File: config.mk
export PLATFORM = sky130hd
export DESIGN_NAME = lru_page_replacement
export DESIGN_NICKNAME = d
export VERILOG_FILES = /design/src/rtl/lrupr_pkg.sv /design/src/rtl/lrupr_ctrl.sv /design/src/rtl/lrupr_dpath.sv /design/src/rtl/lru_page_replacement.sv
export VERILOG_INCLUDE_DIRS = /design/src /design/src/rtl
export SDC_FILE = /design/constraint.sdc
export NUM_CORES = 1
export LEC_CHECK = 0
export BUFFER_PORTS_ARGS = -buffer_cell sky130_fd_sc_hd__buf_4
export CAP_MARGIN = 20
export CORE_MARGIN = 2
export CORE_UTILIZATION = 30
export DETAILED_ROUTE_END_ITERATION = 8
export HOLD_SLACK_MARGIN = 0.06
export PLACE_DENSITY = 0.43
export SLEW_MARGIN = 20
export SYNTH_ARGS = -nofsm -noshare
export SYNTH_HDL_FRONTEND = slang
export SYNTH_SLANG_ARGS = --single-unit
export TNS_END_PERCENT = 10
File: constraint.sdc
create_clock -name clk -period 10.05 [get_ports clk]
set_input_delay 1.5075 -clock clk [delete_from_list [all_inputs] [get_ports clk]]
set_output_delay 1.5075 -clock clk [all_outputs]
set_load 0.005 [all_outputs]
File: src/rtl/assert_macros.svh
// Assertion macros used by the top-level RTL module. They expand to nothing when SYNTH is set.
`ifndef ASSERT_MACROS_SVH
`define ASSERT_MACROS_SVH
`ifndef SYNTH
// Checked only while out of reset.
`define LRUPR_ASSERT(label, prop) \
  label: assert property (@(posedge clk) disable iff (!rst_n) prop) \
    else $error("lru_page_replacement: assertion failed");
// Checked at every edge, reset included.
`define LRUPR_ASSERT_ALWAYS(label, prop) \
  label: assert property (@(posedge clk) prop) \
    else $error("lru_page_replacement: reset assertion failed");
`else
`define LRUPR_ASSERT(label, prop)
`define LRUPR_ASSERT_ALWAYS(label, prop)
`endif
`endif

File: src/rtl/lrupr_pkg.sv
// ----------------------------------------------------------------------------
// lrupr_pkg
// Types and fixed constants shared by the LRU page replacement block.
// ----------------------------------------------------------------------------
package lrupr_pkg;

  localparam int CFG_W        = 4;
  localparam int SLOT_OUT_W   = 3;
  localparam int FAULT_W      = 32;
  localparam logic [CFG_W-1:0] CFG_RESET = 4'd3;

  typedef enum logic [1:0] {
    ST_IDLE,
    ST_LOOKUP,
    ST_UPDATE
  } state_t;

  // Commands from the controller to the datapath.
  typedef struct packed {
    logic load;    // capture a new page reference
    logic lookup;  // register tag match and victim choice
    logic commit;  // write the frame table and the result register
  } cmd_t;

endpackage

File: src/rtl/lrupr_ctrl.sv
// ----------------------------------------------------------------------------
// lrupr_ctrl
// Sequencer for lookup and update, plus the result valid flag.
// ----------------------------------------------------------------------------
module lrupr_ctrl (
  input  logic            clk,
  input  logic            rst_n,
  input  logic            in_valid,
  output logic            in_ready,
  output logic            out_valid,
  input  logic            out_ready,
  output lrupr_pkg::cmd_t cmd
);

  lrupr_pkg::state_t state_r, state_nxt;
  logic              out_valid_r, out_valid_nxt;
  logic              commit;

  always_ff @(posedge clk) begin
    if (!rst_n) begin
      state_r     <= lrupr_pkg::ST_IDLE;
      out_valid_r <= 1'b0;
    end else begin
      state_r     <= state_nxt;
      out_valid_r <= out_valid_nxt;
    end
  end

  always_comb begin
    state_nxt  = state_r;
    commit     = 1'b0;
    in_ready   = 1'b0;
    cmd.lookup = 1'b0;
    case (state_r)
      lrupr_pkg::ST_IDLE: begin
        in_ready = 1'b1;
        if (in_valid) begin
          state_nxt = lrupr_pkg::ST_LOOKUP;
        end
      end
      lrupr_pkg::ST_LOOKUP: begin
        cmd.lookup = 1'b1;
        state_nxt  = lrupr_pkg::ST_UPDATE;
      end
      lrupr_pkg::ST_UPDATE: begin
        // The update waits only while the result register still holds
        // an untaken result. A new reference can enter in the same cycle.
        commit   = !out_valid_r || out_ready;
        in_ready = commit;
        if (commit) begin
          state_nxt = in_valid ? lrupr_pkg::ST_LOOKUP : lrupr_pkg::ST_IDLE;
        end
      end
      default: begin
        state_nxt = lrupr_pkg::ST_IDLE;
      end
    endcase
    cmd.load   = in_valid && in_ready;
    cmd.commit = commit;
    if (commit) begin
      out_valid_nxt = 1'b1;
    end else if (out_ready) begin
      out_valid_nxt = 1'b0;
    end else begin
      out_valid_nxt = out_valid_r;
    end
  end

  assign out_valid = out_valid_r;

endmodule

File: src/rtl/lrupr_dpath.sv
// ----------------------------------------------------------------------------
// lrupr_dpath
// Frame table, tag compare, LRU victim tree, age update and result register.
// ----------------------------------------------------------------------------
module lrupr_dpath #(
  parameter int MAX_FRAMES = 8,
  parameter int PAGE_BITS  = 20
) (
  input  logic                             clk,
  input  logic                             rst_n,
  input  lrupr_pkg::cmd_t                  cmd,
  input  logic                             cfg_we,
  input  logic [lrupr_pkg::CFG_W-1:0]      cfg_data,
  input  logic [PAGE_BITS-1:0]             in_page_number,
  output logic                             out_page_fault,
  output logic [lrupr_pkg::SLOT_OUT_W-1:0] out_slot_index,
  output logic                             out_evicted_valid,
  output logic [PAGE_BITS-1:0]             out_evicted_page,
  output logic [lrupr_pkg::FAULT_W-1:0]    out_fault_total
);

  localparam int SLOT_W = (MAX_FRAMES > 1) ? $clog2(MAX_FRAMES) : 1;
  localparam int AGE_W  = SLOT_W;
  localparam int CNT_W  = $clog2(MAX_FRAMES + 1);
  localparam int CMP_W  = (CNT_W > lrupr_pkg::CFG_W) ? CNT_W : lrupr_pkg::CFG_W;
  localparam int NP     = 1 << SLOT_W;
  localparam logic [AGE_W-1:0] AGE_MAX = AGE_W'(MAX_FRAMES - 1);
  localparam logic [lrupr_pkg::FAULT_W-1:0] FAULT_MAX = '1;

  // Configuration and state.
  logic [lrupr_pkg::CFG_W-1:0]   cfg_r;
  logic [PAGE_BITS-1:0]          page_in_r;
  logic [PAGE_BITS-1:0]          frame_page_r  [MAX_FRAMES];
  logic [MAX_FRAMES-1:0]         frame_valid_r;
  logic [AGE_W-1:0]              frame_age_r   [MAX_FRAMES];
  logic [AGE_W-1:0]              frame_age_nxt [MAX_FRAMES];
  logic [CNT_W-1:0]              filled_r;
  logic [lrupr_pkg::FAULT_W-1:0] fault_r, fault_nxt;

  // Lookup results.
  logic                 hit_r, fill_r, ev_r, age_all_r;
  logic [SLOT_W-1:0]    slot_r;
  logic [PAGE_BITS-1:0] evp_r;
  logic [AGE_W-1:0]     limit_r;

  // Combinational lookup.
  logic [CNT_W-1:0]      act;
  logic [CMP_W-1:0]      cfg_ext;
  logic [MAX_FRAMES-1:0] act_mask;
  logic [MAX_FRAMES-1:0] match;
  logic                  hit;
  logic [SLOT_W-1:0]     hit_idx;
  logic [SLOT_W-1:0]     slot_sel;
  logic                  fill_sel;
  logic                  ev_sel;
  logic [PAGE_BITS-1:0]  evp_sel;
  logic [SLOT_W-1:0]     victim;
  logic [SLOT_W+2:0]     slot_wide;

  // Victim tree: level 0 holds the leaves, level SLOT_W the winner.
  logic             t_cand [SLOT_W+1][NP];
  logic [AGE_W-1:0] t_age  [SLOT_W+1][NP];
  logic [SLOT_W-1:0] t_idx [SLOT_W+1][NP];
  logic             leaf_cand [NP];
  logic [AGE_W-1:0] leaf_age  [NP];

  // A count of zero acts as one; a count above the table size acts as the size.
  assign cfg_ext = CMP_W'(cfg_r);
  always_comb begin
    if (cfg_r == '0) begin
      act = CNT_W'(1);
    end else if (cfg_ext > CMP_W'(MAX_FRAMES)) begin
      act = CNT_W'(MAX_FRAMES);
    end else begin
      act = CNT_W'(cfg_ext);
    end
  end

  for (genvar g = 0; g < MAX_FRAMES; g++) begin : g_frame
    assign act_mask[g] = CNT_W'(g) < act;
    assign match[g]    = act_mask[g] && frame_valid_r[g] &&
                         (frame_page_r[g] == page_in_r);
  end

  for (genvar g = 0; g < NP; g++) begin : g_leaf
    if (g < MAX_FRAMES) begin : g_real
      assign leaf_cand[g] = act_mask[g];
      assign leaf_age[g]  = frame_age_r[g];
    end else begin : g_pad
      assign leaf_cand[g] = 1'b0;
      assign leaf_age[g]  = '0;
    end
  end

  // Lowest matching slot wins.
  always_comb begin
    hit_idx = '0;
    for (int i = MAX_FRAMES - 1; i >= 0; i--) begin
      if (match[i]) begin
        hit_idx = SLOT_W'(i);
      end
    end
  end
  assign hit = |match;

  // The right child replaces the left one only with a strictly larger age,
  // so ties go to the lowest slot.
  always_comb begin
    for (int l = 0; l <= SLOT_W; l++) begin
      for (int k = 0; k < NP; k++) begin
        t_cand[l][k] = 1'b0;
        t_age[l][k]  = '0;
        t_idx[l][k]  = '0;
      end
    end
    for (int k = 0; k < NP; k++) begin
      t_cand[0][k] = leaf_cand[k];
      t_age[0][k]  = leaf_age[k];
      t_idx[0][k]  = SLOT_W'(k);
    end
    for (int l = 0; l < SLOT_W; l++) begin
      for (int k = 0; k < (NP >> (l + 1)); k++) begin
        if (t_cand[l][2*k+1] &&
            (!t_cand[l][2*k] || (t_age[l][2*k+1] > t_age[l][2*k]))) begin
          t_cand[l+1][k] = 1'b1;
          t_age[l+1][k]  = t_age[l][2*k+1];
          t_idx[l+1][k]  = t_idx[l][2*k+1];
        end else begin
          t_cand[l+1][k] = t_cand[l][2*k];
          t_age[l+1][k]  = t_age[l][2*k];
          t_idx[l+1][k]  = t_idx[l][2*k];
        end
      end
    end
    victim = t_idx[SLOT_W][0];
  end

  always_comb begin
    fill_sel = 1'b0;
    ev_sel   = 1'b0;
    evp_sel  = '0;
    if (hit) begin
      slot_sel = hit_idx;
    end else if (filled_r < act) begin
      slot_sel = SLOT_W'(filled_r);
      fill_sel = 1'b1;
    end else begin
      slot_sel = victim;
      ev_sel   = frame_valid_r[victim];
      evp_sel  = frame_valid_r[victim] ? frame_page_r[victim] : '0;
    end
  end

  // Age update: the used slot becomes the most recent. On a hit only the
  // frames younger than it age; on a miss every active valid frame ages.
  always_comb begin
    for (int i = 0; i < MAX_FRAMES; i++) begin
      frame_age_nxt[i] = frame_age_r[i];
      if (SLOT_W'(i) == slot_r) begin
        frame_age_nxt[i] = '0;
      end else if (act_mask[i] && frame_valid_r[i] && (frame_age_r[i] != AGE_MAX) &&
                   (age_all_r || (frame_age_r[i] < limit_r))) begin
        frame_age_nxt[i] = frame_age_r[i] + AGE_W'(1);
      end
    end
    fault_nxt = (fault_r == FAULT_MAX) ? fault_r : fault_r + lrupr_pkg::FAULT_W'(1);
  end

  assign slot_wide = (SLOT_W + 3)'(slot_r);

  always_ff @(posedge clk) begin
    if (!rst_n) begin
      cfg_r         <= lrupr_pkg::CFG_RESET;
      frame_valid_r <= '0;
      filled_r      <= '0;
      fault_r       <= '0;
      for (int i = 0; i < MAX_FRAMES; i++) begin
        frame_age_r[i] <= '0;
      end
    end else begin
      if (cfg_we) begin
        cfg_r <= cfg_data;
      end
      if (cmd.commit) begin
        for (int i = 0; i < MAX_FRAMES; i++) begin
          frame_age_r[i] <= frame_age_nxt[i];
        end
        if (!hit_r) begin
          frame_valid_r[slot_r] <= 1'b1;
          fault_r               <= fault_nxt;
          if (fill_r) begin
            filled_r <= filled_r + CNT_W'(1);
          end
        end
      end
    end
  end

  always_ff @(posedge clk) begin
    if (cmd.load) begin
      page_in_r <= in_page_number;
    end
    if (cmd.lookup) begin
      hit_r     <= hit;
      slot_r    <= slot_sel;
      fill_r    <= fill_sel;
      ev_r      <= ev_sel;
      evp_r     <= evp_sel;
      age_all_r <= !hit;
      limit_r   <= frame_age_r[hit_idx];
    end
    if (cmd.commit) begin
      if (!hit_r) begin
        frame_page_r[slot_r] <= page_in_r;
      end
      out_page_fault    <= !hit_r;
      out_slot_index    <= slot_wide[lrupr_pkg::SLOT_OUT_W-1:0];
      out_evicted_valid <= ev_r;
      out_evicted_page  <= evp_r;
      out_fault_total   <= hit_r ? fault_r : fault_nxt;
    end
  end

endmodule

File: src/rtl/lru_page_replacement.sv
// ----------------------------------------------------------------------------
// lru_page_replacement
// Fully associative page frame table with true LRU replacement.
// ----------------------------------------------------------------------------
// Usage: each transfer on the in_ channel is one page reference. The block
// answers each with exactly one transfer on the out_ channel: the hit or fault
// flag, the slot hit or written, the evicted page (zero when none), and the
// saturating fault count including this reference.
// The cfg_ channel writes frames_in_use (4 bits, 3 after reset); write it only
// while no reference is in flight. Zero acts as one frame, values above
// MAX_FRAMES act as MAX_FRAMES.
// A reference's tag compare and victim search are registered in the lookup
// state; its age and frame writes and its result follow in the update state.
// A new reference is taken while idle or in the update state, never in lookup.
// A result waiting in the output register does not block the next reference's
// lookup; only its table update waits until the result is taken.
// Reset empties the frame table, clears ages, fill and fault counts, and drops
// any pending result.
// ----------------------------------------------------------------------------
`include "assert_macros.svh"

module lru_page_replacement #(
  parameter int MAX_FRAMES = 8,
  parameter int PAGE_BITS  = 20
) (
  input  logic                             clk,
  input  logic                             rst_n,
  input  logic                             cfg_valid,
  output logic                             cfg_ready,
  input  logic [lrupr_pkg::CFG_W-1:0]      cfg_data,
  input  logic                             in_valid,
  output logic                             in_ready,
  input  logic [PAGE_BITS-1:0]             in_page_number,
  output logic                             out_valid,
  input  logic                             out_ready,
  output logic                             out_page_fault,
  output logic [lrupr_pkg::SLOT_OUT_W-1:0] out_slot_index,
  output logic                             out_evicted_valid,
  output logic [PAGE_BITS-1:0]             out_evicted_page,
  output logic [lrupr_pkg::FAULT_W-1:0]    out_fault_total
);

  lrupr_pkg::cmd_t cmd;

  assign cfg_ready = 1'b1;

  lrupr_ctrl u_ctrl (
    .clk       (clk),
    .rst_n     (rst_n),
    .in_valid  (in_valid),
    .in_ready  (in_ready),
    .out_valid (out_valid),
    .out_ready (out_ready),
    .cmd       (cmd)
  );

  lrupr_dpath #(
    .MAX_FRAMES (MAX_FRAMES),
    .PAGE_BITS  (PAGE_BITS)
  ) u_dpath (
    .clk               (clk),
    .rst_n             (rst_n),
    .cmd               (cmd),
    .cfg_we            (cfg_valid && cfg_ready),
    .cfg_data          (cfg_data),
    .in_page_number    (in_page_number),
    .out_page_fault    (out_page_fault),
    .out_slot_index    (out_slot_index),
    .out_evicted_valid (out_evicted_valid),
    .out_evicted_page  (out_evicted_page),
    .out_fault_total   (out_fault_total)
  );

  // A new reference always passes through lookup before the next can enter.
  `LRUPR_ASSERT(a_accept_then_busy, (in_valid && in_ready) |=> !in_ready)
  // A hit never evicts anything.
  `LRUPR_ASSERT(a_hit_no_evict, (out_valid && !out_page_fault) |-> !out_evicted_valid)
  // Without an eviction the evicted page reads as zero.
  `LRUPR_ASSERT(a_no_evict_zero, (out_valid && !out_evicted_valid) |-> (out_evicted_page == '0))
  // Reset drops any pending result.
  `LRUPR_ASSERT_ALWAYS(a_reset_empty, !rst_n |=> !out_valid)

endmodule

==> results.md <==
Outcome:
- The run finished with clean final reports.

Floorplanning:
- The floorplan has slightly below 90 rows.
- The number of ports placed on the die boundary is 89.
- The die height is about 250 um.
- The starting density of the core is 0.3042.
- The die is 246.1 um wide.
- The floorplan step defined a die boundary enclosing 60570 um2.
- The core box area is 57810 um2.

Yosys:
- After synthesis, the share of flip-flops with an asynchronous set or reset is 0.
- In the synthesized netlist the dominant register cell turns out to be edfxtp_1.
- A synthesized cell averages 11.87 um2.
- The proportion of netlist area held by the largest area contributor is 0.4969.
- After synthesis, the cell types taking the most area are edfxtp_1, xnor2_1, dfxtp_1.
- The synthesized design spends more area on one cell type than any other, namely edfxtp_1.
- In the synthesized netlist, the cells that appear most often are edfxtp_1, nand2_1, xnor2_1.
- The most common cell in the synthesized netlist is edfxtp_1.
- Counting every net in the synthesized netlist gives roughly 1600.
- The synthesized design contains 291 enable-type register cells.
- The synthesized netlist cell count is 1481.
- After synthesis, the netlist uses 72 different library cells.
- The cell area after technology mapping is 17580 um2.
- The number of synthesis warnings is 0.
- The share of the Yosys chip area taken by registers is 0.5550.
- The number of register bits inferred by synthesis is 342.

Final layout:
- Summing all non-filler instances in the final layout gives an area of between 20000 and 25000 um2.
- The ratio of cells with drive above 1 in the final layout is 0.1385.
- The area added between synthesis and finish is 16.81%.
- The utilization after layout is 0.3553.
- The number of antenna diodes in the final layout is 0.
- For this run, the post-layout net count is 1644.

Critical path:
- Along the worst path, the maximum fanout reaches 41.
- The largest single stage delay on the critical path is 0.75 ns.
- The signal on the critical path passes through ha_1 > a21o_1 > a21oi_1 > a311oi_1 > a21oi_1 > ha_1 > nor2b_1 > o21ai_0 > a21oi_1 > o21ai_0 > ha_1 > inv_1 > a21o_1 > a21oi_1 > a311oi_2 > mux2i_4 > buf_4 > buf_4 > nand2_1 > a32o_1 > nor3_1.
- STA puts the critical path data required time at 10.45 ns.
- The slowest cell on the critical path is a21oi_1.
- The kind of critical path is reg -> reg.
- The nature of the critical path startpoint is a register.
- Data on the critical path arrives at its endpoint at 7.46 ns.
- The element type at the critical path end is a register.
- The most frequent cell on the critical path is a21oi_1.

GRT:
- The largest net degree at the start of global routing is approximately 60.
- The number of global-route vias before repair is between 10000 and 15000.
- In the global route stage, overall resource usage came out at 0.1893.
- The first-pass GRT wire length is 82480 um.
- Summed over all layers, the global routing overflow is 0.
- The initial antenna violation count is 1.

Place:
- Timing analysis after detailed placement gives a worst setup slack of 3.100 ns.
- The estimated wirelength of the detail-placed design is 40010 um.
- The final weighted congestion in routability-driven placement is just under 1.
- The quantity of I/O buffers inserted on ports is 87.
- The placement-stage cell area is 19010 um2.

Power and ir drop:
- The maximum vdd ir drop is 0.1179 mV.
- For this design the static power due to leakage is 0.007253 uW.
- The share of total power dissipated in the clock network is 0.446.
- Of the total power, combinational logic draws 0.129.
- Of the total power, the share spent switching nets is 0.2577.
- The internal power of the cells is between 2000 and 3000 uW.
- Summed over all nets, the switching power comes to 978.8 uW.
- For this design the ratio of total power to cell area is 184.9 nW/um2.
- The register share of total power is 0.424.

Timing:
- The clock period could shrink to about 7.1 ns.
- The setup-violating endpoint count in the final report is 0.
- For this run, the top clock speed supported by timing is roughly 140 MHz.
- The final clock period utilization by the worst path is 0.7022.
- The max-slew violation count was 0.
- In this run the tightest slew margin relative to its limit is 0.2641.
- In the post-route analysis, the smallest setup slack over all paths is between 2 and 3 ns.
- In the final timing run, aggregate negative setup slack is 0 ns.
- The hold violation total from the final report came to 0.
- For the pin with the worst max-slew slack, the measured transition is between 1 and 1.5 ns.
- Clock skew on the completed layout was measured at 0.02204 ns.
- Setup repair after global routing left no endpoint under its margin.

Clocking:
- The post-CTS setup buffer count is 0.
- The H-tree was split into 2 levels.
- The sink count of the clock tree is about 340.
- Clock-pin slew was measured on the worst setup and hold paths at 0.06 ns.
- The number of buffers on the longest clock path is 3.
- The total of cells resized after clock tree synthesis is 0.
- The number of buffers created by CTS is 40.
- The root buffer cell chosen for the clock tree is clkbuf_16.
- The clock latency on the worst-skew pair is 0.58 ns.
- The number of hold buffers added after CTS is 0.
- TritonCTS built the clock tree.

Route:
- Across all layers, the routed design uses approximately 12000 vias.
- The number of DRC markers after the initial detailed-route iteration is 836.
- The met2 layer wire length in the routed design is about 27000 um.
- The detailed-route vias per instance is 5.020.
- Dividing the detail-routed wire length by the instance count gives 24.22 um.
- The post-detailed-route DRC marker count is 0.
- The routed length on met3 is 3476 um.
- The highest metal layer with signal wires is met5.
- The first detailed-routing pass took 5 iterations.
- The count of nets left with antenna violations once routing finished came out at 0.
- The routed metal-1 wirelength is about 25000 um.
- The routed wire length is around 57000 um.

Hold path:
- The min-delay analysis places its worst path in the category reg -> reg.

Job:
- The tool flagged a number of max-cap violations equal to 0.
[per-stage QoR]
| step | power (uW) | hold slack [ns] | std cells |
|---|---|---|---|
| 2_1_floorplan | 1964 | 0.4003 | 1481 |
| 3_5_place_dp | 2133 | 0.4045 | 2280 |
| 6_report | 3798 | 0.4178 | 2354 |
| 5_1_grt | 3952 | 0.4292 | 2354 |
| 4_1_cts | 3845 | 0.4190 | 2354 |
| 3_3_place_gp | 2130 | 0.4027 | 2280 |
[flip-flops by register name, indices dropped and copies added (netlist names), 8 cells and up]
signal	flops
u_dpath.evp_r	20
u_dpath.frame_age_r	24
u_dpath.out_evicted_page	20
u_dpath.fault_r	32
u_dpath.frame_valid_r	8
u_dpath.out_fault_total	32
u_dpath.page_in_r	20
u_dpath.frame_page_r	160
[worst max-delay path: cells and delay by family, from the launching register on]
family / cells / cell delay (ns)
fa+ha+maj: 3 / 0.97
mux: 1 / 0.33
buf+inv: 3 / 1.20
simple gates: 3 / 0.44
flops: 1 / 0.47
compound gates: 11 / 3.41
[layout make-up]
cell class | count | area, um2
Multi-Input combinational cell | 1031 | 7366
Clock buffer | 50 | 1101
Clock inverter | 24 | 425.4
Fill cell | 5674 | 37260
Inverter | 36 | 136.4
Tap cell | 765 | 957.2
Timing Repair Buffer | 106 | 795.8
Sequential cell | 342 | 9759
[worst paths after layout]
check,from,cells after the start,slack (ns),to
setup / recovery,u_dpath.frame_age_r[5][1]$_SDFFCE_PP0P_,21,2.99,u_dpath.evp_r[0]$_SDFFCE_PP0N_
hold / removal,u_dpath.evp_r[1]$_SDFFCE_PP0N_,0,0.42,u_dpath.out_evicted_page[1]$_DFFE_PP_
setup reg to reg,u_dpath.frame_age_r[5][1]$_SDFFCE_PP0P_,21,2.99,u_dpath.evp_r[0]$_SDFFCE_PP0N_
hold reg to reg,u_dpath.evp_r[1]$_SDFFCE_PP0N_,0,0.42,u_dpath.out_evicted_page[1]$_DFFE_PP_
[cell families after synthesis]
logic type	after synthesis	synth area share
DFF	342	0.5550
muxes	72	0.04184
other	1	0.0002133
buffers and inverters	108	0.03010
xor gates and xnor gates	215	0.1111
adders and majority gates	58	0.04127
AOI/OAI and AO/OA	171	0.07236
and+or+nand+nor	514	0.1481
[power groups by stage]
stage,clock network (uW),logic (uW),registers (uW)
4_1_cts,1740,494,1610
3_3_place_gp,0,488,1640
6_report,1700,490,1610
2_1_floorplan,0,352,1610
5_1_grt,1800,533,1620
3_5_place_dp,0,491,1640
[placed cells by master (no fill, tap or decap), types with 4 or more instances in the layout]
cell	instances
a21boi_0	10
a21o_1	13
a21oi_1	36
a32o_1	40
and2_1	40
and3_1	10
and4_1	5
buf_4	106
bufinv_16	11
clkbuf_1	6
clkbuf_16	42
clkinv_2	4
clkinvlp_4	4
dfxtp_1	51
edfxtp_1	291
ha_1	58
inv_1	35
mux2_2	9
mux2i_1	59
nand2_1	150
nand2b_1	12
nand3_1	39
nand4_1	50
nor2_1	74
nor2_2	5
nor2b_1	15
nor3_1	41
nor4_1	26
o21a_1	13
o21ai_0	27
or3_1	11
or4_1	6
xnor2_1	133
xnor2_2	7
xor2_1	74
[metal layers]
layer / up-vias / track usage
met2: 343 / 0.3083
met5: - / 0
met1: 5796 / 0.2497
met4: 2 / 0.06239
li1: 5574 / -
met3: 103 / 0.03998
Power figures use the tool's default switching activity.
